<file path="src/csrast_pkg.sv">
// ----------------------------------------------------------------------------
// csrast_pkg - circle sprite rasteriser shared types and constants
// Word layouts of the input and result channels, operation codes and the
// register map of the configuration port.
// ----------------------------------------------------------------------------
package csrast_pkg;

  // operation codes carried by an input word
  localparam logic OP_START = 1'b0;
  localparam logic OP_TICK  = 1'b1;

  // configuration register map (word index, from paddr[2])
  localparam logic REG_IMAGE_TOP = 1'b0;

  localparam logic [7:0]  IMAGE_TOP_RESET = 8'd32;
  localparam logic [16:0] INDEX_LIMIT     = 17'd16384;

  typedef struct packed {
    logic        operation;
    logic [7:0]  old_x;
    logic [7:0]  old_y;
    logic [7:0]  center_x;
    logic [7:0]  center_y;
    logic [5:0]  circle_radius;
    logic [15:0] fg_color;
    logic [15:0] back_color;
    logic        fill_mode;
    logic        use_image;
  } in_t;

  typedef struct packed {
    logic [6:0]  pixel_x;
    logic [7:0]  pixel_y;
    logic [15:0] pixel_color;
    logic        from_image;
    logic [13:0] image_index;
    logic        index_valid;
    logic        last_pixel;
  } out_t;

endpackage

</file>
<file path="src/circle_sprite_rasterizer.sv">
// ----------------------------------------------------------------------------
// circle_sprite_rasterizer - circle sprite pixel generator
// Loads a circle draw on a start word, then emits one pixel of the clamped
// union of the old and new bounding boxes per tick word, in row-major order.
// ----------------------------------------------------------------------------
//
//   Channel   Ports                                   Word
//   input     in_valid / in_ready / in_data           in_t (start or tick)
//   result    out_valid / out_ready / out_data        out_t (one pixel)
//   config    psel penable pwrite paddr pwdata        image_top_row at 0x0
//             prdata pready
//
// One word is taken per cycle. A tick while busy yields its pixel in the
// output register on the next edge; starts and idle ticks yield nothing.
// Between the scan registers and the output register sit the pixel test (two
// 8-bit squares, a sum, two compares) and the image index (constant multiply).
// Reset (rst_n, synchronous) leaves the block idle with image_top_row at 32.
// A stalled result holds the output register; input is taken while it is
// empty or being drained the same cycle.
//
module circle_sprite_rasterizer #(
  parameter int SCREEN_WIDTH  = 128,
  parameter int SCREEN_HEIGHT = 160,
  parameter int IMAGE_WIDTH   = 128,
  parameter int MAX_RADIUS    = 63
) (
  input  logic                clk,
  input  logic                rst_n,
  input  logic                in_valid,
  output logic                in_ready,
  input  csrast_pkg::in_t     in_data,
  output logic                out_valid,
  input  logic                out_ready,
  output csrast_pkg::out_t    out_data,
  input  logic                psel,
  input  logic                penable,
  input  logic                pwrite,
  input  logic [2:0]          paddr,
  input  logic [31:0]         pwdata,
  output logic [31:0]         prdata,
  output logic                pready
);
  import csrast_pkg::*;

  localparam logic [9:0] SCR_W   = 10'(SCREEN_WIDTH);
  localparam logic [9:0] SCR_H   = 10'(SCREEN_HEIGHT);
  localparam logic [8:0] IMG_W   = 9'(IMAGE_WIDTH);
  localparam logic [6:0] RAD_MAX = 7'(MAX_RADIUS);

  // Configuration
  logic [7:0] image_top_r;

  // Draw state
  logic        busy_r,     busy_nxt;
  logic [7:0]  box_left_r, box_left_nxt;
  logic [7:0]  box_right_r, box_right_nxt;
  logic [7:0]  box_bottom_r, box_bottom_nxt;
  logic [7:0]  scan_col_r, scan_col_nxt;
  logic [7:0]  scan_row_r, scan_row_nxt;
  logic [7:0]  cx_r,       cx_nxt;
  logic [7:0]  cy_r,       cy_nxt;
  logic        rad_zero_r, rad_zero_nxt;
  logic [11:0] outer_r,    outer_nxt;
  logic [11:0] inner_r,    inner_nxt;
  logic [15:0] fg_r,       fg_nxt;
  logic [15:0] bg_r,       bg_nxt;
  logic        fill_r,     fill_nxt;
  logic        image_r,    image_nxt;

  // Output register
  logic        out_valid_r, out_valid_nxt;
  out_t        out_data_r,  out_data_nxt;

  logic in_fire, start_fire, tick_fire;

  // Start path
  logic [7:0]       min_x, max_x, min_y, max_y;
  logic [5:0]       rad;
  logic signed [9:0] lo_x_s, lo_y_s;
  logic [7:0]       lo_x, lo_y;
  logic [9:0]       hi_x_raw, hi_y_raw, hi_x, hi_y;
  logic [5:0]       rad_m1;
  logic             box_ok;

  // Pixel path
  logic [7:0]  dx, dy;
  logic [15:0] dx2, dy2;
  logic [16:0] d2;
  logic        in_outer, on_circle, from_img;
  logic [16:0] img_index;
  logic        img_hit;
  logic        last;

  assign pready   = 1'b1;
  assign prdata   = {24'd0, image_top_r};
  assign in_ready = !out_valid_r || out_ready;
  assign in_fire  = in_valid && in_ready;
  assign start_fire = in_fire && (in_data.operation == OP_START);
  assign tick_fire  = in_fire && (in_data.operation == OP_TICK) && busy_r;

  assign out_valid = out_valid_r;
  assign out_data  = out_data_r;

  // Configuration write at the access phase
  always_ff @(posedge clk) begin
    if (!rst_n) begin
      image_top_r <= IMAGE_TOP_RESET;
    end else if (psel && penable && pwrite && (paddr[2] == REG_IMAGE_TOP)) begin
      image_top_r <= pwdata[7:0];
    end
  end

  // Start: clamp the union of both boxes to the screen
  always_comb begin
    rad    = ({1'b0, in_data.circle_radius} > RAD_MAX) ? RAD_MAX[5:0]
                                                       : in_data.circle_radius;
    min_x  = (in_data.old_x < in_data.center_x) ? in_data.old_x : in_data.center_x;
    max_x  = (in_data.old_x < in_data.center_x) ? in_data.center_x : in_data.old_x;
    min_y  = (in_data.old_y < in_data.center_y) ? in_data.old_y : in_data.center_y;
    max_y  = (in_data.old_y < in_data.center_y) ? in_data.center_y : in_data.old_y;
    lo_x_s = $signed({2'b00, min_x}) - $signed({4'b0000, rad});
    lo_y_s = $signed({2'b00, min_y}) - $signed({4'b0000, rad});
    lo_x   = lo_x_s[9] ? 8'd0 : lo_x_s[7:0];
    lo_y   = lo_y_s[9] ? 8'd0 : lo_y_s[7:0];
    hi_x_raw = {2'b00, max_x} + {4'b0000, rad};
    hi_y_raw = {2'b00, max_y} + {4'b0000, rad};
    hi_x   = (hi_x_raw > SCR_W) ? SCR_W : hi_x_raw;
    hi_y   = (hi_y_raw > SCR_H) ? SCR_H : hi_y_raw;
    box_ok = (hi_x > {2'b00, lo_x}) && (hi_y > {2'b00, lo_y});
    rad_m1 = rad - 6'd1;
  end

  // Tick: ring/disc test and image addressing for the current scan position
  always_comb begin
    dx  = (scan_col_r > cx_r) ? scan_col_r - cx_r : cx_r - scan_col_r;
    dy  = (scan_row_r > cy_r) ? scan_row_r - cy_r : cy_r - scan_row_r;
    dx2 = 16'(dx) * 16'(dx);
    dy2 = 16'(dy) * 16'(dy);
    d2  = {1'b0, dx2} + {1'b0, dy2};
    in_outer = d2 < {5'd0, outer_r};
    if (rad_zero_r) begin
      on_circle = 1'b0;
    end else if (fill_r) begin
      on_circle = in_outer;
    end else begin
      on_circle = in_outer && (d2 >= {5'd0, inner_r});
    end
    from_img  = !on_circle && image_r;
    img_index = 17'(scan_row_r - image_top_r) * 17'(IMG_W) + {9'd0, scan_col_r};
    img_hit   = (scan_row_r >= image_top_r) && ({1'b0, scan_col_r} < IMG_W)
                && (img_index < INDEX_LIMIT);
    last      = (scan_col_r == box_right_r) && (scan_row_r == box_bottom_r);
  end

  // Next state
  always_comb begin
    busy_nxt       = busy_r;
    box_left_nxt   = box_left_r;
    box_right_nxt  = box_right_r;
    box_bottom_nxt = box_bottom_r;
    scan_col_nxt   = scan_col_r;
    scan_row_nxt   = scan_row_r;
    cx_nxt         = cx_r;
    cy_nxt         = cy_r;
    rad_zero_nxt   = rad_zero_r;
    outer_nxt      = outer_r;
    inner_nxt      = inner_r;
    fg_nxt         = fg_r;
    bg_nxt         = bg_r;
    fill_nxt       = fill_r;
    image_nxt      = image_r;
    out_data_nxt   = out_data_r;
    out_valid_nxt  = out_valid_r && !out_ready;

    if (start_fire) begin
      // load the new draw; an empty box leaves the block idle
      cx_nxt         = in_data.center_x;
      cy_nxt         = in_data.center_y;
      rad_zero_nxt   = (rad == 6'd0);
      outer_nxt      = 12'(rad) * 12'(rad);
      inner_nxt      = 12'(rad_m1) * 12'(rad_m1);
      fg_nxt         = in_data.fg_color;
      bg_nxt         = in_data.back_color;
      fill_nxt       = in_data.fill_mode;
      image_nxt      = in_data.use_image;
      box_left_nxt   = lo_x;
      box_right_nxt  = 8'(hi_x - 10'd1);
      box_bottom_nxt = 8'(hi_y - 10'd1);
      scan_col_nxt   = lo_x;
      scan_row_nxt   = lo_y;
      busy_nxt       = box_ok;
    end else if (tick_fire) begin
      out_valid_nxt            = 1'b1;
      out_data_nxt.pixel_x     = scan_col_r[6:0];
      out_data_nxt.pixel_y     = scan_row_r;
      out_data_nxt.pixel_color = on_circle ? fg_r : (from_img ? 16'd0 : bg_r);
      out_data_nxt.from_image  = from_img;
      out_data_nxt.image_index = img_hit ? img_index[13:0] : 14'd0;
      out_data_nxt.index_valid = img_hit;
      out_data_nxt.last_pixel  = last;
      // advance the raster scan
      if (last) begin
        busy_nxt = 1'b0;
      end else if (scan_col_r == box_right_r) begin
        scan_col_nxt = box_left_r;
        scan_row_nxt = scan_row_r + 8'd1;
      end else begin
        scan_col_nxt = scan_col_r + 8'd1;
      end
    end
  end

  always_ff @(posedge clk) begin
    if (!rst_n) begin
      busy_r      <= 1'b0;
      out_valid_r <= 1'b0;
    end else begin
      busy_r      <= busy_nxt;
      out_valid_r <= out_valid_nxt;
    end
  end

  // Payload and draw parameters: no reset needed
  always_ff @(posedge clk) begin
    box_left_r   <= box_left_nxt;
    box_right_r  <= box_right_nxt;
    box_bottom_r <= box_bottom_nxt;
    scan_col_r   <= scan_col_nxt;
    scan_row_r   <= scan_row_nxt;
    cx_r         <= cx_nxt;
    cy_r         <= cy_nxt;
    rad_zero_r   <= rad_zero_nxt;
    outer_r      <= outer_nxt;
    inner_r      <= inner_nxt;
    fg_r         <= fg_nxt;
    bg_r         <= bg_nxt;
    fill_r       <= fill_nxt;
    image_r      <= image_nxt;
    out_data_r   <= out_data_nxt;
  end

endmodule
</file>
<file path="config.mk">
export PLATFORM = sky130hd
export DESIGN_NAME = circle_sprite_rasterizer
export DESIGN_NICKNAME = d
export VERILOG_FILES = /design/src/csrast_pkg.sv /design/src/circle_sprite_rasterizer.sv
export SDC_FILE = /design/constraint.sdc
export NUM_CORES = 1
export LEC_CHECK = 0
export BUFFER_PORTS_ARGS = -buffer_cell sky130_fd_sc_hd__buf_2
export CAP_MARGIN = 20
export CORE_ASPECT_RATIO = 0.5
export CORE_MARGIN = 5
export CORE_UTILIZATION = 40
export CTS_CLUSTER_SIZE = 20
export DETAILED_ROUTE_END_ITERATION = 12
export GPL_TIMING_DRIVEN = 1
export PLACE_DENSITY = 0.69
export RECOVER_POWER = 50
export SYNTH_ARGS = -nofsm -noshare
export SYNTH_HDL_FRONTEND = slang
export SYNTH_SLANG_ARGS = --single-unit
</file>
<file path="constraint.sdc">
create_clock -name clk -period 14.8 [get_ports clk]
set_clock_uncertainty 0.1 [all_clocks]
set_input_delay 1.48 -clock clk [delete_from_list [all_inputs] [get_ports clk]]
set_output_delay 1.48 -clock clk [all_outputs]
set_load 0.05 [all_outputs]
</file>
# ---- Yosys cells after proc, flatten, opt, wreduce, memory -nomap -nowiden
# Cells that the tools add are included.
dict set report word_totals {
  ff_bits 173
  in_bits 115
  out_inout_bits 83
  elab_cells 116
}
dict set report op_classes {
  addsub 16
  multipliers 4
  n_lt_le_gt_ge 13
  eq_ne 3
  n_mux 27
  bitwise_logic 3
  reduce_logical 26
}
# operator count
set op_table {}
lappend op_table {{$mux 8} 16}
lappend op_table {{$mul 8x8->16} 2}
lappend op_table {{$mux 16} 2}
lappend op_table {{$sub 8x8->8} 4}
lappend op_table {{$mul 6x6->12} 2}
lappend op_table {{$add 8x6->9} 2}
lappend op_table {{$gt 9x8->1} 2}
lappend op_table {{$gt 9x8->1 const B} 2}
lappend op_table {{$mux 9} 2}
lappend op_table {{$sub 8x6->9} 2}
lappend op_table {{$add 16x16->17} 1}
lappend op_table {{$add 16x9->17} 1}
lappend op_table {{$ge 17x12->1} 1}
lappend op_table {{$lt 17x12->1} 1}
lappend op_table {{$lt 17x15->1 const B} 1}
lappend op_table {{$add 8x1->8 const B} 2}
lappend op_table {{$eq 8x8->1} 2}
lappend op_table {{$gt 8x8->1} 2}
lappend op_table {{$lt 8x8->1} 2}
lappend op_table {{$sub 8x1->8 const B} 2}
lappend op_table {{$logic_and 1x1->1} 14}
lappend op_table {{$sub 8x8->9} 1}
lappend op_table {{$ge 8x8->1} 1}
lappend op_table {{$lt 8x8->1 const B} 1}
lappend op_table {{other kinds (10)} 24}

# ---- Logic depth before layout (Yosys ltp)
# Gate-level depths: netlist of the first run.
dict set report depth {
  ltp_word 12
  ltp_mapped 40
  mapped_depth_nobuf 37
}

# ---- Worst setup path before layout of the first run
# No wires, ideal clock.
dict set report synth_path {
  kind {reg-to-reg}
  startpoint {register scan_col_r[0]}
  endpoint {register out_data_r, in the netlist out_data[23], data pin}
  setup_time_ps 260
  arrival_ps 9231
  required_ps 14440
  setup_slack_ps 5209
  path_stages_with_launch 38
  path_buffers 2
  synth_period_minus_slack_ps 9591
  path_cell_list {edfxtp_1 inv_1 ha_1 inv_1 fa_1 a21o_1 a21oi_1 o22ai_1 o22ai_2 mux2_2 a221oi_1 xor2_1 buf_2 nand2b_1 fa_1 fa_1 fa_1 inv_1 [2 not listed] inv_1 fa_1 inv_1 ha_1 o21a_1 o31a_1 o221a_1 nor3_1 nor2_1 ha_1 a211oi_1 o311ai_0 or3_1 a41oi_1 nand2_1 nor4_4 buf_6 mux2_4}
}
dict set report synth_between {
  elab_chain_cells 12
  elab_cells_between_ends 15
  cone_classes {add/sub: 3; mul: 1; order compare: 3; mux: 5; reduce/logical: 3}
}
# item line
set synth_rtl {}
lappend synth_rtl {{from (decl)} circle_sprite_rasterizer.sv:58} ;# logic [7:0] scan_col_r, scan_col_nxt;
lappend synth_rtl {{from (signal assigned)} circle_sprite_rasterizer.sv:228} ;# scan_col_r <= scan_col_nxt;
lappend synth_rtl {{$sub 8x8->8 / $gt 8x8->1 (equally long branches)} circle_sprite_rasterizer.sv:135} ;# dx = (scan_col_r > cx_r) ? scan_col_r - cx_r : cx_r - scan_col_r;
lappend synth_rtl {{$mux 8 (*)} circle_sprite_rasterizer.sv:135}
lappend synth_rtl {{$mul 8x8->16 (*)} circle_sprite_rasterizer.sv:137} ;# dx2 = 16'(dx) * 16'(dx);
lappend synth_rtl {{$add 16x16->17 (*)} circle_sprite_rasterizer.sv:139} ;# d2 = {1'b0, dx2} + {1'b0, dy2};
lappend synth_rtl {{$lt 17x12->1 / $ge 17x12->1 (equally long branches)} {circle_sprite_rasterizer.sv:140, circle_sprite_rasterizer.sv:146}}
lappend synth_rtl {{$logic_and 1x1->1} circle_sprite_rasterizer.sv:146} ;# on_circle = in_outer && (d2 >= {5'd0, inner_r});
lappend synth_rtl {{$mux 1 (*)} circle_sprite_rasterizer.sv:143} ;# end else if (fill_r) begin
lappend synth_rtl {{$mux 1 (*)} circle_sprite_rasterizer.sv:141} ;# if (rad_zero_r) begin
lappend synth_rtl {{$logic_not 1->1} circle_sprite_rasterizer.sv:148} ;# from_img = !on_circle && image_r;
lappend synth_rtl {{$logic_and 1x1->1} circle_sprite_rasterizer.sv:148}
lappend synth_rtl {{$mux 16} circle_sprite_rasterizer.sv:196} ;# out_data_nxt.pixel_color = on_circle ? fg_r : (from_img ? 16'd0 : bg_r);
lappend synth_rtl {{$mux 16 (*)} circle_sprite_rasterizer.sv:196}
lappend synth_rtl {{to (signal assigned)} circle_sprite_rasterizer.sv:239} ;# out_data_r <= out_data_nxt;
lappend synth_rtl {{to (decl)} circle_sprite_rasterizer.sv:72} ;# out_t out_data_r, out_data_nxt;
# Mark *: on every way between the ends. The rest lies on a longest branch, timed or not.
# A chain may end at the register's enable or synchronous reset.

# ---- Worst setup path after layout of the first run
dict set report layout_path {
  startpoint {register scan_row_r[0]}
  endpoint {register out_data_r, in the netlist out_data[23], data pin}
}
dict set report layout_between {
  elab_chain_cells 12
  elab_cells_between_ends 15
  cone_classes {add/sub: 3; mul: 1; order compare: 3; mux: 5; reduce/logical: 3}
}
# item line
set layout_rtl {}
lappend layout_rtl {{from (decl)} circle_sprite_rasterizer.sv:59} ;# logic [7:0] scan_row_r, scan_row_nxt;
lappend layout_rtl {{from (signal assigned)} circle_sprite_rasterizer.sv:229} ;# scan_row_r <= scan_row_nxt;
lappend layout_rtl {{$sub 8x8->8 / $gt 8x8->1 (equally long branches)} circle_sprite_rasterizer.sv:136} ;# dy = (scan_row_r > cy_r) ? scan_row_r - cy_r : cy_r - scan_row_r;
lappend layout_rtl {{$mux 8 (*)} circle_sprite_rasterizer.sv:136}
lappend layout_rtl {{$mul 8x8->16 (*)} circle_sprite_rasterizer.sv:138} ;# dy2 = 16'(dy) * 16'(dy);
lappend layout_rtl {{$add 16x16->17 (*)} circle_sprite_rasterizer.sv:139}
lappend layout_rtl {{$lt 17x12->1 / $ge 17x12->1 (equally long branches)} {circle_sprite_rasterizer.sv:140, circle_sprite_rasterizer.sv:146}}
lappend layout_rtl {{$logic_and 1x1->1} circle_sprite_rasterizer.sv:146}
lappend layout_rtl {{$mux 1 (*)} circle_sprite_rasterizer.sv:143}
lappend layout_rtl {{$mux 1 (*)} circle_sprite_rasterizer.sv:141}
lappend layout_rtl {{$logic_not 1->1} circle_sprite_rasterizer.sv:148}
lappend layout_rtl {{$logic_and 1x1->1} circle_sprite_rasterizer.sv:148}
lappend layout_rtl {{$mux 16} circle_sprite_rasterizer.sv:196}
lappend layout_rtl {{$mux 16 (*)} circle_sprite_rasterizer.sv:196}
# Marked as above.

==> results_dict.tcl, run 1 <==
set metrics [dict create \
    wire_per_inst_um 16.1 \
    gr-usage-all-layers_pct 16.7 \
    setup_violations 0 \
    cts_resized 0 \
    timing.critical_path.from_type "flop" \
    worstHoldPathCells 2 \
    clock_path_buffers 2 \
    final_area_um2 18100 \
    max_clock_freq_ghz 0.0896 \
    critical_path.n_buffers_inverters 5 \
    areaGrowthSynthToFinish_pct 10.6 \
    detail_route.drc_violations 0 \
    worstPathRequired_ns 14.87 \
    synth_async_sr_flop_share_pct 0 \
    initial_utilization_pct 40.5 \
    crit_path_cell_count 35 \
    slowest_delay_ns 0.88 \
    critical_path_arrival_ns 11.23 \
    worst_skew_pair_latency_ns 0.44 \
    htreeDepth 4 \
    period_needed_ns 11.16 \
    cts_buffers 17 \
    postSynthCellCount 1647 \
    grt-ovfl-total 0 \
    min_path_type "reg -> reg" \
    synth_top_area_share_pct 29.5 \
    grt_pass1_wl_um 61100 \
    finalWeightedCongestion 0.907 \
    postSynth.topFlopCell "edfxtp_1" \
    cts_sinks 171 \
    critical-path-top-cell-by-count "fa_1" \
    synth_enable_flop_cells 161 \
    total_die_area_um2 45400 \
    number_of_antenna_violations_at_the_first_check_in_global_routing 5 \
    layout.filler_cells 3867 \
    detail_route.wirelength_um 37900 \
    max_slew.worst_pin.slew_ns 2.78 \
    routed-via-count 11900 \
    netlist_top_cells_area "edfxtp_1 (29%), ha_1 (15%), fa_1 (12%)" \
    detail_route.iter0.violations 696 \
    num_rows 52 \
    post_cts.repair.setup_buffers 0 \
    layout-drive-gt1-share_pct 9.75 \
    root_buffer "clkbuf_16" \
    first_global_vias 11900 \
    layout.area.seq_um2 5030 \
    hold_buffers 0 \
    post_synth.cell_area_avg_um2 9.96 \
    worst_path_max_delay_cell "a211oi_2" \
    worst-path-max-fanout 17 \
    synth_seq_cells 171 \
    violations "capacitance limit, slew limit" \
    grt_max_degree 86 \
    max-cap-violations 1 \
    place_hpwl_um 30700 \
    route.detailed.vias_per_inst 5.06 \
    synth_seq_area_share_pct 30.7 \
    kind_of_cell_with_the_highest_combined_delay_on_the_critical_path "adder cells" \
    post_dp_cell_area_um2 17700 \
    worst_slew_margin_rel_pct -85.0 \
    timing.critical_path.to_type "flop" \
    chipHeight_um 153 \
    worstRegToRegCells 35 \
    cts_tree "built" \
    io_buffers 146 \
    coreArea_um2 40500 \
    cts.clk_slew.worst_paths_ns 0.07 \
    postRouteAntennaNets 0 \
    critPathKind "reg -> reg" \
    ys_types 81 \
    die-width_um 296 \
    run_status "finished with violations" \
    hold_viol_final 0 \
    fin_tns_setup_ns 0 \
    drtPass1Iterations 5 \
    pin_count 198 \
    synthesis.yosys.warnings 0 \
    total_area_of_multi_input_combinational_cells_um2 10100 \
    synthesis.area_um2 16400 \
    design.final.nets 2210 \
    setup_repair_after_global_routing_missed_its_margin "false" \
    post-synth-top-area-cell "edfxtp_1" \
    final.period_utilization_pct 75.4 \
    timing.final.max_slew_violations 47 \
]
-- worst register-to-register path, delay by kind of cell (launching register included) --
| kind | cells | cell delay [ns] |
|---|---|---|
| adder cells (fa/ha/maj) | 10 | 4.20 |
| AO/OA/AOI/OAI | 11 | 2.86 |
| XOR/XNOR | 1 | 0.81 |
| buffers and inverters | 5 | 0.64 |
| flip-flops | 1 | 0.51 |
| AND/OR/NAND/NOR | 6 | 0.98 |
| multiplexers | 2 | 0.79 |
-- path summary, 6_finish.rpt --
path	startpoint	end	slack, ns
min reg2reg	image_top_r[2]	image_top_r[2]	0.39
max reg2reg	scan_row_r[0]	out_data[23]	3.64
max	scan_row_r[0]	out_data[23]	3.64
min	image_top_r[2]	image_top_r[2]	0.39
-- Yosys cell counts, types with 9 or more instances --
cell      count
dfxtp_1      10
edfxtp_1    161
and2_1       21
mux2i_1      26
o21bai_1     14
a211oi_1     11
mux2_2       31
inv_1       269
or2_2        10
mux2_4       10
buf_4        25
xnor2_1      70
nand2b_1     19
o21a_1       23
ha_1        201
a21boi_0      9
nor3_1       20
or3_1        11
nand2_1     105
nand3_1      19
fa_1        101
o21ai_0      65
nor2_1      111
a21oi_1      58
clkbuf_1     18
nor2b_1      39
a21o_1       29
nand4_1      15
xor2_1       33
-- per-stage QoR --
stage          util, %  cells  setup slack (ns)  hold WS (ns)
6_report          44.8   2349              3.64         0.392
3_3_place_gp      43.6   2312              3.72         0.370
5_1_grt           44.8   2349              2.89         0.411
3_5_place_dp      43.6   2313              3.70         0.378
2_1_floorplan        -   1670              5.21         0.381
4_1_cts           45.0   2345              3.63         0.388
-- registers in the layout, indices dropped and copies added (netlist names), 8 cells and up --
signal / cells
outer_r: 11
box_bottom_r: 8
inner_r: 11
scan_row_r: 8
out_data: 48
image_top_r: 8
cx_r: 8
fg_r: 16
box_right_r: 8
box_left_r: 8
scan_col_r: 8
cy_r: 8
bg_r: 16
-- cell families after synthesis --
kind of cell / after synthesis / synth area share (%)
other: 2 / 0.0458
AO/OA/AOI/OAI: 275 / 11.1
multiplexers: 68 / 4.70
adder cells (fa/ha/maj): 302 / 27.7
AND/OR/NAND/NOR: 402 / 12.1
buffers and inverters: 323 / 8.10
XOR/XNOR: 104 / 5.60
flip-flops: 171 / 30.7
-- cells in the final DEF, fill, tap and decap left out, types with 7 or more instances in the layout --
| cell type | instances |
|---|---|
| inv_1 | 268 |
| ha_1 | 201 |
| edfxtp_1 | 161 |
| nor2_1 | 111 |
| nand2_1 | 105 |
| fa_1 | 101 |
| clkbuf_1 | 78 |
| buf_2 | 72 |
| xnor2_1 | 70 |
| o21ai_0 | 65 |
| a21oi_1 | 57 |
| nor2b_1 | 39 |
| xor2_1 | 33 |
| mux2_2 | 31 |
| a21o_1 | 29 |
| mux2i_1 | 26 |
| conb_1 | 25 |
| o21a_1 | 23 |
| and2_1 | 20 |
| nor3_1 | 20 |
| nand2b_1 | 19 |
| nand3_1 | 19 |
| clkbuf_16 | 17 |
| nand4_1 | 15 |
| o21bai_1 | 14 |
| a211oi_1 | 11 |
| or3_1 | 11 |
| or2_2 | 10 |
| mux2_4 | 10 |
| dfxtp_1 | 10 |
| a21boi_0 | 9 |
| a31oi_1 | 8 |
| o211ai_1 | 8 |
| buf_4 | 7 |
-- final cells by class --
class	instances	share of cell area, %
clock inverters	13	0.641
clock buffers	19	2.44
multi-input cells	1176	55.8
diodes	3	0.0414
flip-flops and latches	171	27.7
repair buffers	157	3.98
well taps	540	3.72
inverters	270	5.59
-- routing by layer --
layer / up-vias / wire (um) / global-route usage [%]
met4: 4 / 1030 / 5.13
met3: 62 / 1910 / 2.58
li1: 5863 / - / -
met1: 5702 / 17000 / 22.8
met5: - / 27 / 0
met2: 259 / 17900 / 27.6
Power of run 1 is left out: the tool's default activity adds up to more than one toggle a clock period on the data nets, which glitch-free logic cannot reach.
==> run 2: changes to the inputs <==
==> constraint.sdc (replaced) <==
create_clock -name clk -period 10.4 [get_ports clk]
set_clock_uncertainty 0.1 [all_clocks]
set_input_delay 1.04 -clock clk [delete_from_list [all_inputs] [get_ports clk]]
set_output_delay 1.04 -clock clk [all_outputs]
set_load 0.05 [all_outputs]
==> results_dict.tcl, run 2 (synthesized netlist as in run 1, its figures left out) <==
set metrics [dict create \
    place_hpwl_um 31400 \
    hold_buffers 0 \
    initial_utilization_pct 40.5 \
    postRouteAntennaNets 0 \
    gr-usage-all-layers_pct 16.9 \
    final.period_utilization_pct 95.8 \
    critPathKind "reg -> reg" \
    cts_tree "built" \
    route.detailed.vias_per_inst 5.04 \
    grt_pass1_wl_um 62000 \
    finalWeightedCongestion 0.895 \
    final_cell_mix "inv_1 (266), ha_1 (198), edfxtp_1 (161)" \
    worstPathRequired_ns 10.48 \
    setup_violations 0 \
    worst-path-max-fanout 8 \
    timing.critical_path.from_type "flop" \
    io_buffers 146 \
    timing.hold.worst.start "image_top_r[1]" \
    worstSetupStartpoint "scan_row_r[0]" \
    kind_of_cell_with_the_highest_combined_delay_on_the_critical_path "adder cells" \
    areaGrowthSynthToFinish_pct 13.0 \
    routed-via-count 12000 \
    grt-ovfl-total 0 \
    cts_buffers 17 \
    timing.final.max_slew_violations 0 \
    root_buffer "clkbuf_16" \
    dp_slack_ns 0.223 \
    layout-drive-gt1-share_pct 15.2 \
    layout_commonest_cell "inv_1" \
    grt_max_degree 61 \
    num_rows 52 \
    timing.critical_path.to_type "flop" \
    critical-path-top-cell-by-count "fa_1" \
    first_global_vias 12000 \
    coreArea_um2 40500 \
    detail_route.wirelength_um 38700 \
    chipHeight_um 153 \
    min_path_type "reg -> reg" \
    htreeDepth 4 \
    fin_hold_ws_ns 0.380 \
    clock_path_buffers 2 \
    total_area_of_multi_input_combinational_cells_um2 10200 \
    design.final.nets 2241 \
    cts_sinks 171 \
    cts.clk_slew.worst_paths_ns 0.07 \
    detail_route.iter0.violations 712 \
    final_cell_count_no_fill 2379 \
    hold_viol_final 0 \
    dp_cells 2340 \
    timing.final.ws_setup_ns 0.432 \
    layout.filler_cells 3803 \
    fin_tns_setup_ns 0 \
    max_slew.worst_pin.slew_ns 1.09 \
    rr_startpoint "scan_row_r[0]" \
    largest_reg_flops 48 \
    detail_route.drc_violations 0 \
    period_needed_ns 9.97 \
    worst_path_max_delay_cell "fa_1" \
    slowest_delay_ns 0.56 \
    total_die_area_um2 45400 \
    number_of_antenna_violations_at_the_first_check_in_global_routing 4 \
    worst_skew_pair_latency_ns 0.44 \
    die-width_um 296 \
    max-cap-violations 0 \
    worst_slew_margin_rel_pct 27.6 \
    layout.area.seq_um2 5030 \
    run_status "completed" \
    drtPass1Iterations 5 \
    max_clock_freq_ghz 0.100 \
    pin_count 198 \
    wire_per_inst_um 16.3 \
    critical_path.n_buffers_inverters 7 \
    critical_path_arrival_ns 10.05 \
]
==> run 2: repair_timing <==
action,in CTS,in global routing
buffers inserted,0,4
endpoints found under the setup margin,0,17
hold endpoints to repair,0,0
resized for setup,0,18
==> run 2: worst min-delay path: stages, from the launching register on <==
cell and delay, ns:
dfxtp_1 0.32, nand2_1 0.05, a21boi_0 0.07
==> run 2: cell type report <==
| class | count | area share [%] |
|---|---|---|
| flip-flops and latches | 171 | 27.2 |
| clock inverters | 11 | 0.608 |
| diodes | 2 | 0.0270 |
| repair buffers | 188 | 5.53 |
| inverters | 270 | 5.48 |
| clock buffers | 21 | 2.49 |
| multi-input cells | 1176 | 55.0 |
| well taps | 540 | 3.65 |
==> run 2: routing by layer <==
layer / vias up / wire (um) / track usage [%]
met4: 4 / 728 / 4.26
met5: - / 21 / 0
met2: 252 / 18800 / 28.6
met1: 5748 / 17500 / 22.7
li1: 5916 / - / -
met3: 63 / 1670 / 2.97
==> run 2: path summary, 6_finish.rpt <==
check                           depth (start not counted)              to  slack [ns]
worst max-delay path                                   36    out_data[27]        0.43
worst min-delay path                                    2  image_top_r[1]        0.38
worst max register to register                         36    out_data[27]        0.43
worst min register to register                          2  image_top_r[1]        0.38
==> run 2: metrics by stage <==
stage	area, um^2	utilization (%)
after floorplan	16500	-
after global placement	17900	44.2
after detailed placement	17900	44.2
after CTS	18400	45.6
after global routing	18500	45.8
final	18500	45.8
Power of run 2 is left out for the same reason.
